===== config.mk =====
export PLATFORM = sky130hd
export DESIGN_NAME = loud_sound_spike_detector_top
export DESIGN_NICKNAME = d
export VERILOG_FILES = /design/src/rtl/lssd_pkg.sv /design/src/rtl/loud_sound_spike_detector_top.sv
export SDC_FILE = /design/constraint.sdc
export NUM_CORES = 1
export LEC_CHECK = 0
export BUFFER_PORTS_ARGS = -buffer_cell sky130_fd_sc_hd__buf_2
export CORE_UTILIZATION = 64
export DETAILED_ROUTE_END_ITERATION = 7
export PLACE_DENSITY = 0.82
export SLEW_MARGIN = 40
export SYNTH_ARGS = -nofsm -noshare
export SYNTH_HDL_FRONTEND = slang
export SYNTH_SLANG_ARGS = --single-unit

===== constraint.sdc =====
create_clock -name aclk -period 9.3 [get_ports aclk]
set_clock_uncertainty 0.05 [all_clocks]
set_input_delay 1.86 -clock aclk [delete_from_list [all_inputs] [get_ports aclk]]
set_output_delay 1.86 -clock aclk [all_outputs]
set_load 0.1 [all_outputs]

===== src/rtl/lssd_pkg.sv =====
// Types and constants of the loud sound spike detector.
// Depends on nothing; used by the top level and its checker.
package lssd_pkg;

    localparam int unsigned SampleW = 16;
    localparam int unsigned AvgW    = 24;
    localparam int unsigned RatioW  = 8;
    localparam int unsigned ProdW   = 33;
    localparam int unsigned CfgIdxW = 3;
    localparam int unsigned CfgDatW = 16;

    // Configuration register indexes.
    localparam logic [CfgIdxW-1:0] RegSpikeRatio  = 3'd0;
    localparam logic [CfgIdxW-1:0] RegGateRatio   = 3'd1;
    localparam logic [CfgIdxW-1:0] RegMinPeak     = 3'd2;
    localparam logic [CfgIdxW-1:0] RegNoiseFloor  = 3'd3;
    localparam logic [CfgIdxW-1:0] RegAdaptWeight = 3'd4;
    localparam logic [CfgIdxW-1:0] RegRefractory  = 3'd5;

    // Reset values.
    localparam logic [RatioW-1:0]  SpikeRatioRst  = 8'd48;
    localparam logic [RatioW-1:0]  GateRatioRst   = 8'd32;
    localparam logic [SampleW-1:0] MinPeakRst     = 16'd3000;
    localparam logic [SampleW-1:0] NoiseFloorRst  = 16'd500;
    localparam logic [RatioW-1:0]  AdaptWeightRst = 8'd13;
    localparam logic [SampleW-1:0] RefractoryRst  = 16'd800;
    localparam logic [AvgW-1:0]    NoiseAvgRst    = 24'd128000;

    typedef enum logic [2:0] {
        ST_IDLE,
        ST_GATE,
        ST_ADAPT_A,
        ST_ADAPT_B,
        ST_UPDATE,
        ST_CLAMP,
        ST_SPIKE,
        ST_DONE
    } state_t;

endpackage


===== src/rtl/loud_sound_spike_detector_top.sv =====
// Loud sound spike detector: peak tracking, adaptive noise average and refractory hold.
// Depends on lssd_pkg; all products go through one shared 24x9 multiplier.
//
//  channel  | direction | handshake          | payload
//  ---------+-----------+--------------------+-------------------------------------------
//  s_*      | in        | s_valid / s_ready  | s_command, s_sample, s_last_of_block
//  m_*      | out       | m_valid / m_ready  | m_loud, m_block_peak, m_noise_level
//  cfg_*    | in        | cfg_we             | cfg_index, cfg_wdata
//
// A tick or a sample that does not close a block is taken and leaves s_ready high.
// A block end keeps s_ready low through GATE, ADAPT_A, ADAPT_B, UPDATE, CLAMP, SPIKE and
// DONE (DONE alone when the peak is zero): the single multiplier forms the gate product
// and both update products, the average is updated and clamped, and the multiplier then
// forms the spike product. DONE waits while the prior result is held on the m_ channel.
// Synchronous active-low aresetn restores the control registers and the noise average.
module loud_sound_spike_detector_top (
    input  logic                               aclk,
    input  logic                               aresetn,
    input  logic                               s_valid,
    output logic                               s_ready,
    input  logic                               s_command,
    input  logic signed [lssd_pkg::SampleW-1:0] s_sample,
    input  logic                               s_last_of_block,
    output logic                               m_valid,
    input  logic                               m_ready,
    output logic                               m_loud,
    output logic [lssd_pkg::SampleW-1:0]       m_block_peak,
    output logic [lssd_pkg::SampleW-1:0]       m_noise_level,
    input  logic                               cfg_we,
    input  logic [lssd_pkg::CfgIdxW-1:0]       cfg_index,
    input  logic [lssd_pkg::CfgDatW-1:0]       cfg_wdata
);

    lssd_pkg::state_t state_reg, state_next;

    logic [lssd_pkg::RatioW-1:0]  spike_ratio_reg, spike_ratio_next;
    logic [lssd_pkg::RatioW-1:0]  gate_ratio_reg, gate_ratio_next;
    logic [lssd_pkg::SampleW-1:0] min_peak_reg, min_peak_next;
    logic [lssd_pkg::SampleW-1:0] noise_floor_reg, noise_floor_next;
    logic [lssd_pkg::RatioW-1:0]  adapt_weight_reg, adapt_weight_next;
    logic [lssd_pkg::SampleW-1:0] refractory_reg, refractory_next;

    logic [lssd_pkg::SampleW-1:0] running_peak_reg, running_peak_next;
    logic [lssd_pkg::SampleW-1:0] blk_peak_reg, blk_peak_next;
    logic [lssd_pkg::AvgW-1:0]    noise_avg_reg, noise_avg_next;
    logic [lssd_pkg::SampleW-1:0] hold_left_reg, hold_left_next;
    logic                         adapt_reg, adapt_next;
    logic [lssd_pkg::ProdW-1:0]   acc_reg, acc_next;
    logic [lssd_pkg::ProdW-1:0]   prod_reg, prod_next;

    logic                         m_valid_reg, m_valid_next;
    logic                         m_loud_reg, m_loud_next;
    logic [lssd_pkg::SampleW-1:0] m_peak_reg, m_peak_next;
    logic [lssd_pkg::SampleW-1:0] m_level_reg, m_level_next;

    logic [lssd_pkg::AvgW-1:0]    mul_a;
    logic [8:0]                   mul_b;
    logic [lssd_pkg::ProdW-1:0]   mul_p;
    logic [lssd_pkg::SampleW-1:0] mag;
    logic [lssd_pkg::SampleW-1:0] new_peak;
    logic [lssd_pkg::ProdW-1:0]   peak_q12;
    logic [25:0]                  upd_sum;
    logic [lssd_pkg::AvgW-1:0]    floor_q8;
    logic                         accept;
    logic                         out_free;
    logic                         loud;

    assign s_ready       = (state_reg == lssd_pkg::ST_IDLE);
    assign accept        = s_valid && s_ready;
    assign out_free      = !m_valid_reg || m_ready;
    assign m_valid       = m_valid_reg;
    assign m_loud        = m_loud_reg;
    assign m_block_peak  = m_peak_reg;
    assign m_noise_level = m_level_reg;

    // The most negative sample maps to 32768, which still fits 16 unsigned bits.
    assign mag      = s_sample[lssd_pkg::SampleW-1] ? (~s_sample + 16'd1) : s_sample;
    assign new_peak = (mag > running_peak_reg) ? mag : running_peak_reg;
    assign peak_q12 = {5'd0, blk_peak_reg, 12'd0};
    assign upd_sum  = {1'b0, acc_reg[32:8]} + {2'd0, prod_reg[23:0]};
    assign floor_q8 = {noise_floor_reg, 8'd0};
    assign loud     = (hold_left_reg == '0) && (peak_q12 > prod_reg)
                      && (blk_peak_reg > min_peak_reg);

    // Shared multiplier operand selection.
    always_comb begin
        unique case (state_reg)
            lssd_pkg::ST_GATE: begin
                mul_a = noise_avg_reg;
                mul_b = {1'b0, gate_ratio_reg};
            end
            lssd_pkg::ST_ADAPT_A: begin
                mul_a = noise_avg_reg;
                mul_b = 9'd256 - {1'b0, adapt_weight_reg};
            end
            lssd_pkg::ST_ADAPT_B: begin
                mul_a = {8'd0, blk_peak_reg};
                mul_b = {1'b0, adapt_weight_reg};
            end
            lssd_pkg::ST_SPIKE: begin
                mul_a = noise_avg_reg;
                mul_b = {1'b0, spike_ratio_reg};
            end
            default: begin
                mul_a = '0;
                mul_b = '0;
            end
        endcase
    end

    assign mul_p = {9'd0, mul_a} * {24'd0, mul_b};

    always_comb begin
        state_next        = state_reg;
        spike_ratio_next  = spike_ratio_reg;
        gate_ratio_next   = gate_ratio_reg;
        min_peak_next     = min_peak_reg;
        noise_floor_next  = noise_floor_reg;
        adapt_weight_next = adapt_weight_reg;
        refractory_next   = refractory_reg;
        running_peak_next = running_peak_reg;
        blk_peak_next     = blk_peak_reg;
        noise_avg_next    = noise_avg_reg;
        hold_left_next    = hold_left_reg;
        adapt_next        = adapt_reg;
        acc_next          = acc_reg;
        prod_next         = prod_reg;
        m_valid_next      = m_valid_reg && !m_ready;
        m_loud_next       = m_loud_reg;
        m_peak_next       = m_peak_reg;
        m_level_next      = m_level_reg;

        if (cfg_we) begin
            unique case (cfg_index)
                lssd_pkg::RegSpikeRatio:  spike_ratio_next  = cfg_wdata[7:0];
                lssd_pkg::RegGateRatio:   gate_ratio_next   = cfg_wdata[7:0];
                lssd_pkg::RegMinPeak:     min_peak_next     = cfg_wdata;
                lssd_pkg::RegNoiseFloor:  noise_floor_next  = cfg_wdata;
                lssd_pkg::RegAdaptWeight: adapt_weight_next = cfg_wdata[7:0];
                lssd_pkg::RegRefractory:  refractory_next   = cfg_wdata;
                default: ;
            endcase
        end

        unique case (state_reg)
            lssd_pkg::ST_IDLE: begin
                if (accept) begin
                    if (s_command) begin
                        if (hold_left_reg != '0) begin
                            hold_left_next = hold_left_reg - 16'd1;
                        end
                    end else if (s_last_of_block) begin
                        blk_peak_next     = new_peak;
                        running_peak_next = '0;
                        // A silent block skips the update; its spike test fails on its own.
                        state_next = (new_peak == '0) ? lssd_pkg::ST_DONE
                                                      : lssd_pkg::ST_GATE;
                    end else begin
                        running_peak_next = new_peak;
                    end
                end
            end
            lssd_pkg::ST_GATE: begin
                prod_next  = mul_p;
                state_next = lssd_pkg::ST_ADAPT_A;
            end
            lssd_pkg::ST_ADAPT_A: begin
                adapt_next = peak_q12 < prod_reg;
                prod_next  = mul_p;
                state_next = lssd_pkg::ST_ADAPT_B;
            end
            lssd_pkg::ST_ADAPT_B: begin
                acc_next   = prod_reg;
                prod_next  = mul_p;
                state_next = lssd_pkg::ST_UPDATE;
            end
            lssd_pkg::ST_UPDATE: begin
                // The peak term has zero low bits, so the shift distributes over the sum.
                if (adapt_reg) begin
                    noise_avg_next = upd_sum[23:0];
                end
                state_next = lssd_pkg::ST_CLAMP;
            end
            lssd_pkg::ST_CLAMP: begin
                if (noise_avg_reg < floor_q8) begin
                    noise_avg_next = floor_q8;
                end
                state_next = lssd_pkg::ST_SPIKE;
            end
            lssd_pkg::ST_SPIKE: begin
                prod_next  = mul_p;
                state_next = lssd_pkg::ST_DONE;
            end
            lssd_pkg::ST_DONE: begin
                if (out_free) begin
                    m_valid_next = 1'b1;
                    m_loud_next  = loud;
                    m_peak_next  = blk_peak_reg;
                    m_level_next = noise_avg_reg[23:8];
                    if (loud) begin
                        hold_left_next = refractory_reg;
                    end
                    state_next = lssd_pkg::ST_IDLE;
                end
            end
            default: state_next = lssd_pkg::ST_IDLE;
        endcase
    end

    always_ff @(posedge aclk) begin
        if (!aresetn) begin
            state_reg        <= lssd_pkg::ST_IDLE;
            spike_ratio_reg  <= lssd_pkg::SpikeRatioRst;
            gate_ratio_reg   <= lssd_pkg::GateRatioRst;
            min_peak_reg     <= lssd_pkg::MinPeakRst;
            noise_floor_reg  <= lssd_pkg::NoiseFloorRst;
            adapt_weight_reg <= lssd_pkg::AdaptWeightRst;
            refractory_reg   <= lssd_pkg::RefractoryRst;
            running_peak_reg <= '0;
            noise_avg_reg    <= lssd_pkg::NoiseAvgRst;
            hold_left_reg    <= '0;
            m_valid_reg      <= 1'b0;
        end else begin
            state_reg        <= state_next;
            spike_ratio_reg  <= spike_ratio_next;
            gate_ratio_reg   <= gate_ratio_next;
            min_peak_reg     <= min_peak_next;
            noise_floor_reg  <= noise_floor_next;
            adapt_weight_reg <= adapt_weight_next;
            refractory_reg   <= refractory_next;
            running_peak_reg <= running_peak_next;
            noise_avg_reg    <= noise_avg_next;
            hold_left_reg    <= hold_left_next;
            m_valid_reg      <= m_valid_next;
        end
    end

    always_ff @(posedge aclk) begin
        blk_peak_reg <= blk_peak_next;
        adapt_reg    <= adapt_next;
        acc_reg      <= acc_next;
        prod_reg     <= prod_next;
        m_loud_reg   <= m_loud_next;
        m_peak_reg   <= m_peak_next;
        m_level_reg  <= m_level_next;
    end

endmodule


==> results of run 1 <==
-- worst min-delay path by stage --
| stage | slack [ns] | from | to | depth (start not counted) |
|---|---|---|---|---|
| after global placement | 0.39 | refractory_reg[12] | refractory_reg[12] | 2 |
| final | 0.40 | refractory_reg[4] | refractory_reg[4] | 2 |
| after global routing | 0.43 | prod_reg[31] | acc_reg[31] | 0 |
| after floorplan | 0.37 | prod_reg[28] | acc_reg[28] | 0 |
| after CTS | 0.41 | refractory_reg[4] | refractory_reg[4] | 2 |
| after detailed placement | 0.39 | prod_reg[31] | acc_reg[31] | 0 |
-- cells in the mapped netlist, types with 24 or more instances --
cell type	count	area, um^2
o211ai_1	25	187.7
inv_1	280	1051
xnor2_1	37	324.1
nand2_1	305	1145
dfxtp_1	132	2643
a21oi_1	137	685.7
clkbuf_1	67	251.5
nor3_1	31	155.2
a21o_1	26	195.2
nand3_1	60	300.3
o21ai_0	62	310.3
nor2_1	213	799.5
a22oi_1	24	180.2
fa_1	156	3123
ha_1	142	1777
edfxtp_1	107	3213
nand2b_1	36	225.2
-- kinds of logic (layout without fill, tap and decap cells) --
kind of cell / after synthesis / after routing / synth area share [%]
compound gates: 412 / 412 / 14.03
xor+xnor: 54 / 54 / 2.484
fa+ha+maj: 298 / 298 / 25.73
buf+inv: 360 / 430 / 7.175
flops: 239 / 239 / 30.75
mux: 37 / 37 / 2.076
other cells: 0 / 1 / 0
simple gates: 755 / 755 / 17.75
-- cell type report --
| cell class | count | share of cell area [%] |
|---|---|---|
| flip-flops and latches | 239 | 28.15 |
| well taps | 384 | 2.310 |
| clock buffers | 40 | 3.976 |
| clock inverters | 10 | 0.6196 |
| multi-input cells | 1556 | 57.22 |
| repair buffers | 99 | 2.641 |
| inverters | 281 | 5.071 |
| diodes | 1 | 0.01203 |
-- power by group through the flow --
stage          logic [mW]  clock network [mW]  registers, mW
3_3_place_gp        0.683                   0           1.27
4_1_cts             0.720                1.14           1.25
2_1_floorplan       0.532                   0           1.23
5_1_grt             0.802                1.18           1.26
3_5_place_dp        0.710                   0           1.27
6_report            0.734                1.14           1.25
-- per-layer routing --
metal	track usage [%]	wire [um]
met4	14.71	2375
met2	56.97	23950
met1	47.96	20930
met5	0	0
met3	6.780	5601
-- stage by stage --
| step | cell area, um^2 | hold slack [ns] |
|---|---|---|
| floorplan | 19040 | 0.3669 |
| detailed placement | 19840 | 0.3936 |
| CTS | 20790 | 0.4074 |
| finish | 20800 | 0.4021 |
| global placement | 19800 | 0.3897 |
| global route | 20800 | 0.4280 |
-- critical path, delay by kind of cell, from the launching register on --
kind                       cells  cell delay [ns]
buffers and inverters          2             0.10
DFF                            1             0.75
adders and majority gates      5             2.36
and+or+nand+nor                5             2.01
AOI/OAI and AO/OA              6             2.12
==> summary.md, run 1 <==
| Metric | Value |
|---|---|
| Clock network fraction of design power | a little over a third |
| Area of the multi-input gates | roughly 12000 um^2 |
| Worst path max stage delay | around 0.9 ns |
| Pwr Total | roughly 3.1 mW |
| Syn Area/Cell | roughly 8.8 um^2 |
| FF-to-FF End | prod_reg[32] |
| Number of flip-flops in the largest register | 33 |
| Setup ws final | approximately 1.7 ns |
| Post-synth EDFFs | roughly 110 |
| Ys Warns | 0 |
| ANT nets after route | 0 |
| NetSw | approximately 1000 uW |
| Max Cap Violations | 0 |
| Number of global-route vias before repair | 16120 |
| First-pass detailed-route iteration total | 6 |
| Slew margin rel. | between 30% and 40% |
| Logic gate share of total power | 23.5% |
| Netlist cell types | 71 |
| Sink Count | around 240 |
| Post-cts gate resize count | 0 |
| Worst vdd ir | 0.1444 mV |
| WL final | between 50 and 60 mm |
| Die area | just over 30000 um^2 |
| Initial antenna violation count | 1 |
| Fin cells | 2610 |
| R2R depth | 18 |
| Commonest non-fill, non-tap cell in the layout | nand2_1 |
| Final core utilization | a little under three quarters |
| Die Y | 174.5 um |
| Num rows | just over 60 |
| First-pass GRT wire length | between 80 and 90 mm |
| Pin count of the biggest net entering global routing | between 90 and 100 |
| Leak | 9.115 nW |
| P&R area growth vs syn | 9.225% |
| CTS Hold Bufs | 0 |
| Placer Congestion | between 0.9 and 1 |
| CTS Buf Count | 27 |
| Drc violations | 0 |
| Min Tclk post-route | ~7.6 ns |
| Mapped Nets | 2495 |
| Period utilization | a little over 80% |
| Worst Max-Slew Pin Slew | just over 0.9 ns |
| WL per Instance | 20.25 um |
| Slew Limit Fails | 0 |
| Cells after DPL | roughly 2600 |
| Register area | a little under 6000 um^2 |
| Type of the tightest min-delay check | flop to flop |
| Synth Flop Type | dfxtp_1 |
| Clock insertion delay at the later pin of the skew report | roughly 0.57 ns |
| CP startpoint | state_reg[1] |
| R2R Setup Slk | 1.70 ns |
| I/O pin cnt | 77 |
| Final hold violation count | 0 |
| Mapped Cells | around 2200 |
| Highest clock rate | 131.5 MHz |
| Internal | 2.125 mW |
| Layout cell share with drive strength beyond 1 | ~9% |
| CP endpoint kind | flop |
| Crit path max fanout | 19 |
| TNS Setup | 0 ns |
| Port bufs | 76 |
| Unrepaired setup endpoints after global routing | false |
| Root Buffer | clkbuf_16 |
| Remaining global-route overflow | 0 |
| Initial Util | around 66% |
| Dpl ws | 1.790 ns |
| CP max stage cell | or4b_2 |
| Mean number of vias per cell | approximately 6.2 |
| Overall routing resource usage | between 30% and 40% |
| Ys async rst share | 0% |
| Part of the power in registers | between 40 and 50% |
| Sw Share | between 30% and 40% |
| Critical path class | flop to flop |
| Drt initial violations | ~1800 |
| Fillers | ~2200 |
| CTS tree | done |
| Seq cells post-synth | roughly 240 |
| PD cells | 150.1 nW/um^2 |
| Status | finished clean |
| Sequential area share after synthesis | between 30% and 40% |
| Worst Setup EP | prod_reg[32] |
| CP cell instances | nand2b_1 > nor2_1 > or4b_2 > nor2_1 > fa_1 > fa_1 > fa_1 > inv_1 > fa_1 > inv_1 > ha_1 > o2111ai_1 > a211o_1 > a2111oi_2 > o21bai_1 > a41oi_1 > nor4_1 > a311oi_1 |
| Synth Cell Area | roughly 19000 um^2 |
| Clock transition at path regs | 0.06 ns |
| CTS H-Tree Depth | 1 |
| CP startpoint kind | flop |
| Final net count | around 2500 |
| Crit Reg-Reg Startpoint | state_reg[1] |
| Post-CTS setup buffers | 0 |
| Vias | around 16000 |
| Max Buffers Root-to-Sink | 3 |
| Commonest non-fill, non-tap cells in the layout | nand2_1 (304), inv_1 (280), nor2_1 (210) |
| Die width | between 150 and 200 um |
| Worst endpoint required time | slightly below 10 ns |
| Most used cell, CP | fa_1 |
| Worst EP arrival | between 7 and 8 ns |
| Core area | 29010 um^2 |
| Hpwl dp | approximately 39 mm |
| Final setup viols | 0 |
Power figures use the tool's default switching activity.
==> run 2, diff against run 1 <==
--- a/config.mk
+++ b/config.mk
@@ -6,9 +6,9 @@
 export NUM_CORES = 1
 export LEC_CHECK = 0
 export BUFFER_PORTS_ARGS = -buffer_cell sky130_fd_sc_hd__buf_2
-export CORE_UTILIZATION = 64
+export CORE_UTILIZATION = 58
 export DETAILED_ROUTE_END_ITERATION = 7
-export PLACE_DENSITY = 0.82
+export PLACE_DENSITY = 0.79
 export SLEW_MARGIN = 40
 export SYNTH_ARGS = -nofsm -noshare
 export SYNTH_HDL_FRONTEND = slang
==> constraint.sdc (replaced) <==
create_clock -name aclk -period 6.5 [get_ports aclk]
set_clock_uncertainty 0.05 [all_clocks]
set_input_delay 1.3 -clock aclk [delete_from_list [all_inputs] [get_ports aclk]]
set_output_delay 1.3 -clock aclk [all_outputs]
set_load 0.1 [all_outputs]
==> run 2 against run 1 <==
Against the previous run:
- combinational power rose by 50%
- cell area grew 3.6%
- sequential share of layout area is 0.97 points lower
- maximum frequency up 20%
- power is 43% higher
- critical path depth up 4
- core utilization fell by 4.3 points
- first-iteration DRC count shrank 15%
- largest cell class unchanged
==> summary.md, run 2 (same netlist as run 1, synthesis figures left out) <==
| Metric | Value |
|---|---|
| Status | finished clean |
| Num rows | between 60 and 70 |
| Sw Share | roughly 32% |
| NetSw | between 1 and 1.5 mW |
| Root Buffer | clkbuf_16 |
| Slew margin rel. | 45.96% |
| PD cells | roughly 210 nW/um^2 |
| Worst EP arrival | about 6.6 ns |
| Drt initial violations | about 1500 |
| Number of flip-flops in the largest register | 33 |
| First-pass detailed-route iteration total | 6 |
| Logic gate share of total power | between 20% and 30% |
| Initial Util | roughly three fifths |
| CP startpoint kind | flop |
| WL final | 54.49 mm |
| Period utilization | roughly 97% |
| Die Y | 183.2 um |
| First-pass GRT wire length | 85.93 mm |
| Fin cells | between 2000 and 3000 |
| Commonest non-fill, non-tap cell in the layout | nand2_1 |
| Layout cell share with drive strength beyond 1 | about 13% |
| CTS Buf Count | 28 |
| Number of global-route vias before repair | about 16000 |
| Part of the power in registers | approximately 40% |
| Placer Congestion | around 1.0 |
| Leak | between 9 and 10 nW |
| Port bufs | 76 |
| WL per Instance | 20.00 um |
| Drc violations | 0 |
| Slew Limit Fails | 0 |
| CTS H-Tree Depth | 1 |
| Final hold violation count | 0 |
| Clock transition at path regs | around 0.06 ns |
| Initial antenna violation count | 2 |
| CTS Hold Bufs | 0 |
| Internal | 3.008 mW |
| Critical path class | flop to flop |
| Hpwl dp | 41.18 mm |
| Worst vdd ir | roughly 0.26 mV |
| Vias | 16490 |
| Setup ws final | 0.1875 ns |
| Max Cap Violations | 0 |
| Final setup viols | 0 |
| Min Tclk post-route | 6.313 ns |
| Remaining global-route overflow | 0 |
| Final net count | between 2000 and 3000 |
| Hold WS | between 0.3 and 0.4 ns |
| Die width | 183.2 um |
| Core area | 31960 um^2 |
| Crit path max fanout | 10 |
| P&R area growth vs syn | 13.16% |
| ANT nets after route | 0 |
| Type of the tightest min-delay check | flop to flop |
| Die area | 33560 um^2 |
| Max Buffers Root-to-Sink | 3 |
| Dpl ws | -0.09248 ns |
| Mean number of vias per cell | about 6 |
| Worst Max-Slew Pin Slew | roughly 0.80 ns |
| Unrepaired setup endpoints after global routing | true |
| Commonest non-fill, non-tap cells in the layout | nand2_1 (305), inv_1 (280), nor2_1 (208) |
| Area post-placement | around 20000 um^2 |
| Highest clock rate | 158.4 MHz |
| Overall routing resource usage | 32.84% |
| CTS tree | done |
| Clock network fraction of design power | around 35% |
| Sink Count | ~240 |
| Cells after DPL | 2666 |
| I/O pin cnt | just under 80 |
| Clock insertion delay at the later pin of the skew report | about 0.60 ns |
| Pin count of the biggest net entering global routing | 58 |
| Fillers | 2510 |
| Worst endpoint required time | between 6 and 7 ns |
| Finished Cell Area | roughly 22000 um^2 |
| CP endpoint kind | flop |
[run 2: changes by cell type in the layout (fill, tap and decap cells not counted), moves of 5 or more]
| cell | previous run | this run |
|---|---|---|
| a21oi_1 | 135 | 130 |
| a21oi_2 | 2 | 7 |
| a22oi_1 | 24 | 17 |
| a22oi_2 | 0 | 7 |
| buf_4 | 19 | 73 |
| buf_6 | 1 | 7 |
[run 2: worst paths after layout]
check / startpoint / end / slack, ns / depth (start not counted)
max: state_reg[1] / prod_reg[32] / 0.19 / 22
max reg2reg: state_reg[1] / prod_reg[32] / 0.19 / 22
min: prod_reg[28] / acc_reg[28] / 0.40 / 0
min reg2reg: prod_reg[28] / acc_reg[28] / 0.40 / 0
[run 2: through the flow]
step,TNS [ns],util [%],power [mW]
after floorplan,0,-,2.522
after global placement,0,63.61,2.814
after detailed placement,-0.2379,63.65,2.848
after CTS,0,66.58,4.412
after global routing,-0.09439,67.41,4.631
final,0,67.42,4.457
[run 2: layout make-up]
type / instances / area [um^2] / area share, %
Clock inverter: 14 / 133.9 / 0.6213
Sequential cell: 239 / 5857 / 27.18
Inverter: 281 / 1055 / 4.895
Multi-Input combinational cell: 1558 / 12120 / 56.24
Tap cell: 435 / 544.3 / 2.526
Clock buffer: 38 / 789.5 / 3.664
Antenna cell: 1 / 2.502 / 0.01161
Timing Repair Buffer: 158 / 1047 / 4.860
[run 2: timing repair]
action	4_1_cts	5_1_grt
buffers inserted	0	3
gates cloned	0	2
gates resized for setup	4	45
endpoints found under the setup margin	4	10
pin swaps	0	11
[run 2: per-layer routing]
metal | vias to the layer above | track usage (%) | share of wire (%)
li1 | 7515 | - | -
met1 | 8025 | 42.76 | 40
met2 | 794 | 54.62 | 47
met3 | 154 | 5.361 | 9.2
met4 | 0 | 13.23 | 4.0
met5 | - | 0 | 0
[run 2: power by group through the flow]
| stage | Clock, mW | Combinational, mW | Sequential, mW |
|---|---|---|---|
| floorplan | 0 | 0.762 | 1.76 |
| global placement | 0 | 1.01 | 1.80 |
| detailed placement | 0 | 1.04 | 1.81 |
| CTS | 1.58 | 1.05 | 1.78 |
| global route | 1.64 | 1.20 | 1.79 |
| finish | 1.58 | 1.10 | 1.78 |
[run 2: worst max-delay path, cell delays in order (launching register included)]
cell	delay (ns)
dfxtp_2	0.38
buf_4	0.16
nand2b_1	0.32
o21ai_2	0.44
buf_4	0.25
a22o_1	0.20
nand2_1	0.09
fa_1	0.54
inv_1	0.05
fa_1	0.53
inv_1	0.05
fa_1	0.46
fa_1	0.56
inv_1	0.05
ha_1	0.32
nand4_1	0.14
a211o_1	0.36
a2111oi_4	0.38
buf_4	0.18
o21bai_4	0.09
a41oi_2	0.21
buf_4	0.15
a311oi_1	0.08
==> run 3, diff against run 2 <==
--- a/config.mk
+++ b/config.mk
@@ -9,6 +9,7 @@
 export CORE_UTILIZATION = 58
 export DETAILED_ROUTE_END_ITERATION = 7
 export PLACE_DENSITY = 0.79
+export RECOVER_POWER = 25
 export SLEW_MARGIN = 40
 export SYNTH_ARGS = -nofsm -noshare
 export SYNTH_HDL_FRONTEND = slang
==> run 3 against run 2 <==
Against the previous run:
- die area stayed put
- sequential power barely moved
- register-to-register slack about the same
- hold slack gained 0.0010 ns
- critical path type unchanged
- critical endpoint unchanged
- largest cell class unchanged
- highest routed layer unchanged
==> summary.md, run 3 (same netlist as run 1, synthesis figures left out) <==
| Metric | Value |
|---|---|
| Core area | about 32000 um^2 |
| CP endpoint kind | flop |
| Overall routing resource usage | 32.84% |
| First-pass GRT wire length | ~86 mm |
| Highest clock rate | between 150 and 200 MHz |
| Worst path max stage delay | approximately 0.56 ns |
| CP startpoint | state_reg[1] |
| R2R Setup Slk | 0.18 ns |
| Pin count of the biggest net entering global routing | between 50 and 60 |
| Die area | 33560 um^2 |
| Commonest non-fill, non-tap cell in the layout | nand2_1 |
| WL final | 54.27 mm |
| P&R area growth vs syn | 12.96% |
| Unrepaired setup endpoints after global routing | true |
| R2R depth | 22 |
| CP max stage cell | fa_1 |
| First-pass detailed-route iteration total | 5 |
| Drc violations | 0 |
| Remaining global-route overflow | 0 |
| Worst EP arrival | between 6 and 7 ns |
| Worst vdd ir | around 0.26 mV |
| CTS tree | done |
| Worst path bufs/invs | 7 |
| Dpl ws | -0.09248 ns |
| Area post-placement | between 20000 and 25000 um^2 |
| ANT nets after route | 0 |
| Delay-heaviest family, CP | adder cells |
| CTS H-Tree Depth | 1 |
| Number of global-route vias before repair | roughly 16000 |
| Crit path max fanout | 10 |
| CP cell instances | buf_4 > nand2b_1 > o21ai_2 > buf_4 > a22o_1 > nand2_1 > fa_1 > inv_1 > fa_1 > inv_1 > fa_1 > fa_1 > inv_1 > ha_1 > nand4_1 > a211o_1 > a2111oi_4 > buf_4 > o21bai_4 > a41oi_2 > buf_4 > a311oi_1 |
| Worst Max-Slew Pin Slew | 0.8251 ns |
| Initial Util | between 50% and 60% |
| Type of the tightest min-delay check | flop to flop |
| WL per Instance | 19.92 um |
| Worst endpoint required time | around 6.8 ns |
| Die width | around 180 um |
| Leak | approximately 9.4 nW |
| Commonest non-fill, non-tap cells in the layout | nand2_1 (305), inv_1 (280), nor2_1 (208) |
| Drt initial violations | 1515 |
| Critical path class | flop to flop |
| Die Y | ~180 um |
| Layout cell share with drive strength beyond 1 | 12.24% |
| Mean number of vias per cell | 6.005 |
| I/O pin cnt | 77 |
| Slew margin rel. | approximately 45% |
| Port bufs | 76 |
| Clock transition at path regs | roughly 0.06 ns |
| Slew Limit Fails | 0 |
| Max Buffers Root-to-Sink | 3 |
| Setup ws final | between 0.15 and 0.2 ns |
| Final net count | 2606 |
| Final setup viols | 0 |
| Critical path depth | 22 |
| Number of flip-flops in the largest register | 33 |
| Final hold violation count | 0 |
| Max Cap Violations | 0 |
| FF-to-FF End | prod_reg[32] |
| Sink Count | around 240 |
| Min Tclk post-route | approximately 6.3 ns |
| CP startpoint kind | flop |
| Worst Setup EP | prod_reg[32] |
| Root Buffer | clkbuf_16 |
| Crit Reg-Reg Startpoint | state_reg[1] |
| Status | finished clean |
| CTS Buf Count | 28 |
| Initial antenna violation count | 2 |
| PD cells | between 200 and 250 nW/um^2 |
| Clock insertion delay at the later pin of the skew report | around 0.60 ns |
| Period utilization | 97.16% |
| Vias | 16360 |
| Finished Cell Area | 21510 um^2 |
| CTS Hold Bufs | 0 |
| Num rows | 65 |
| Placer Congestion | ~1 |
| Hpwl dp | between 40 and 50 mm |
## run 3: changes by cell type in the layout (fill, tap and decap cells not counted), sizes merged
cell / change
clkbuf: +10
buf: -10
## run 3: area by class of cell
cell class	instances	area (um^2)
multi-input cells	1558	12120
well taps	435	544.3
inverters	281	1055
fillers	2520	10450
clock inverters	14	133.9
diodes	1	2.502
repair buffers	158	1010
clock buffers	38	789.5
flip-flops and latches	239	5857
## run 3: worst register-to-register path: stages (launching register included)
cell and delay (ns):
dfxtp_2 0.38, buf_4 0.16, nand2b_1 0.32, o21ai_2 0.45
buf_4 0.25, a22o_1 0.19, nand2_1 0.09, fa_1 0.54
inv_1 0.05, fa_1 0.53, inv_1 0.06, fa_1 0.46
fa_1 0.56, inv_1 0.05, ha_1 0.32, nand4_1 0.14
a211o_1 0.37, a2111oi_4 0.38, buf_4 0.18, o21bai_4 0.09
a41oi_2 0.22, buf_4 0.15, a311oi_1 0.08
## run 3: how the worst min path moves through the flow
stage / startpoint / end / slack [ns] / cells past startpoint
4_1_cts: prod_reg[28] / acc_reg[28] / 0.40 / 0
3_3_place_gp: prod_reg[28] / acc_reg[28] / 0.38 / 0
6_report: prod_reg[28] / acc_reg[28] / 0.40 / 0
2_1_floorplan: prod_reg[28] / acc_reg[28] / 0.37 / 0
5_1_grt: prod_reg[31] / acc_reg[31] / 0.42 / 0
3_5_place_dp: prod_reg[28] / acc_reg[28] / 0.38 / 0
## run 3: layer usage
layer	track usage [%]	routed length, um	vias up
met1	42.76	21370	7962
li1	-	-	7506
met3	5.361	5138	149
met5	0	0	-
met2	54.62	25570	741
met4	13.23	2186	0
## run 3: power by group
part           internal, mW  total, mW  switching [mW]
Combinational         0.433       1.09           0.660
Clock                 0.900       1.57           0.671
Sequential             1.67       1.78           0.110
## run 3: repair_timing
item	4_1_cts	5_1_grt
setup buffers	0	3
resized for setup	4	45
cloned	0	2
setup endpoints to repair	4	10
pin swaps	0	11
## run 3: stage by stage
stage               util, %  setup TNS [ns]  cells  power [mW]  hold WS, ns
global placement      63.61               0   2666       2.814       0.3802
CTS                   66.58               0   2718       4.412       0.3995
detailed placement    63.65         -0.2379   2666       2.848       0.3811
finish                67.30               0   2724       4.448       0.3989
floorplan                 -               0   2155       2.522       0.3669
global route          67.29        -0.09439   2723       4.629       0.4176
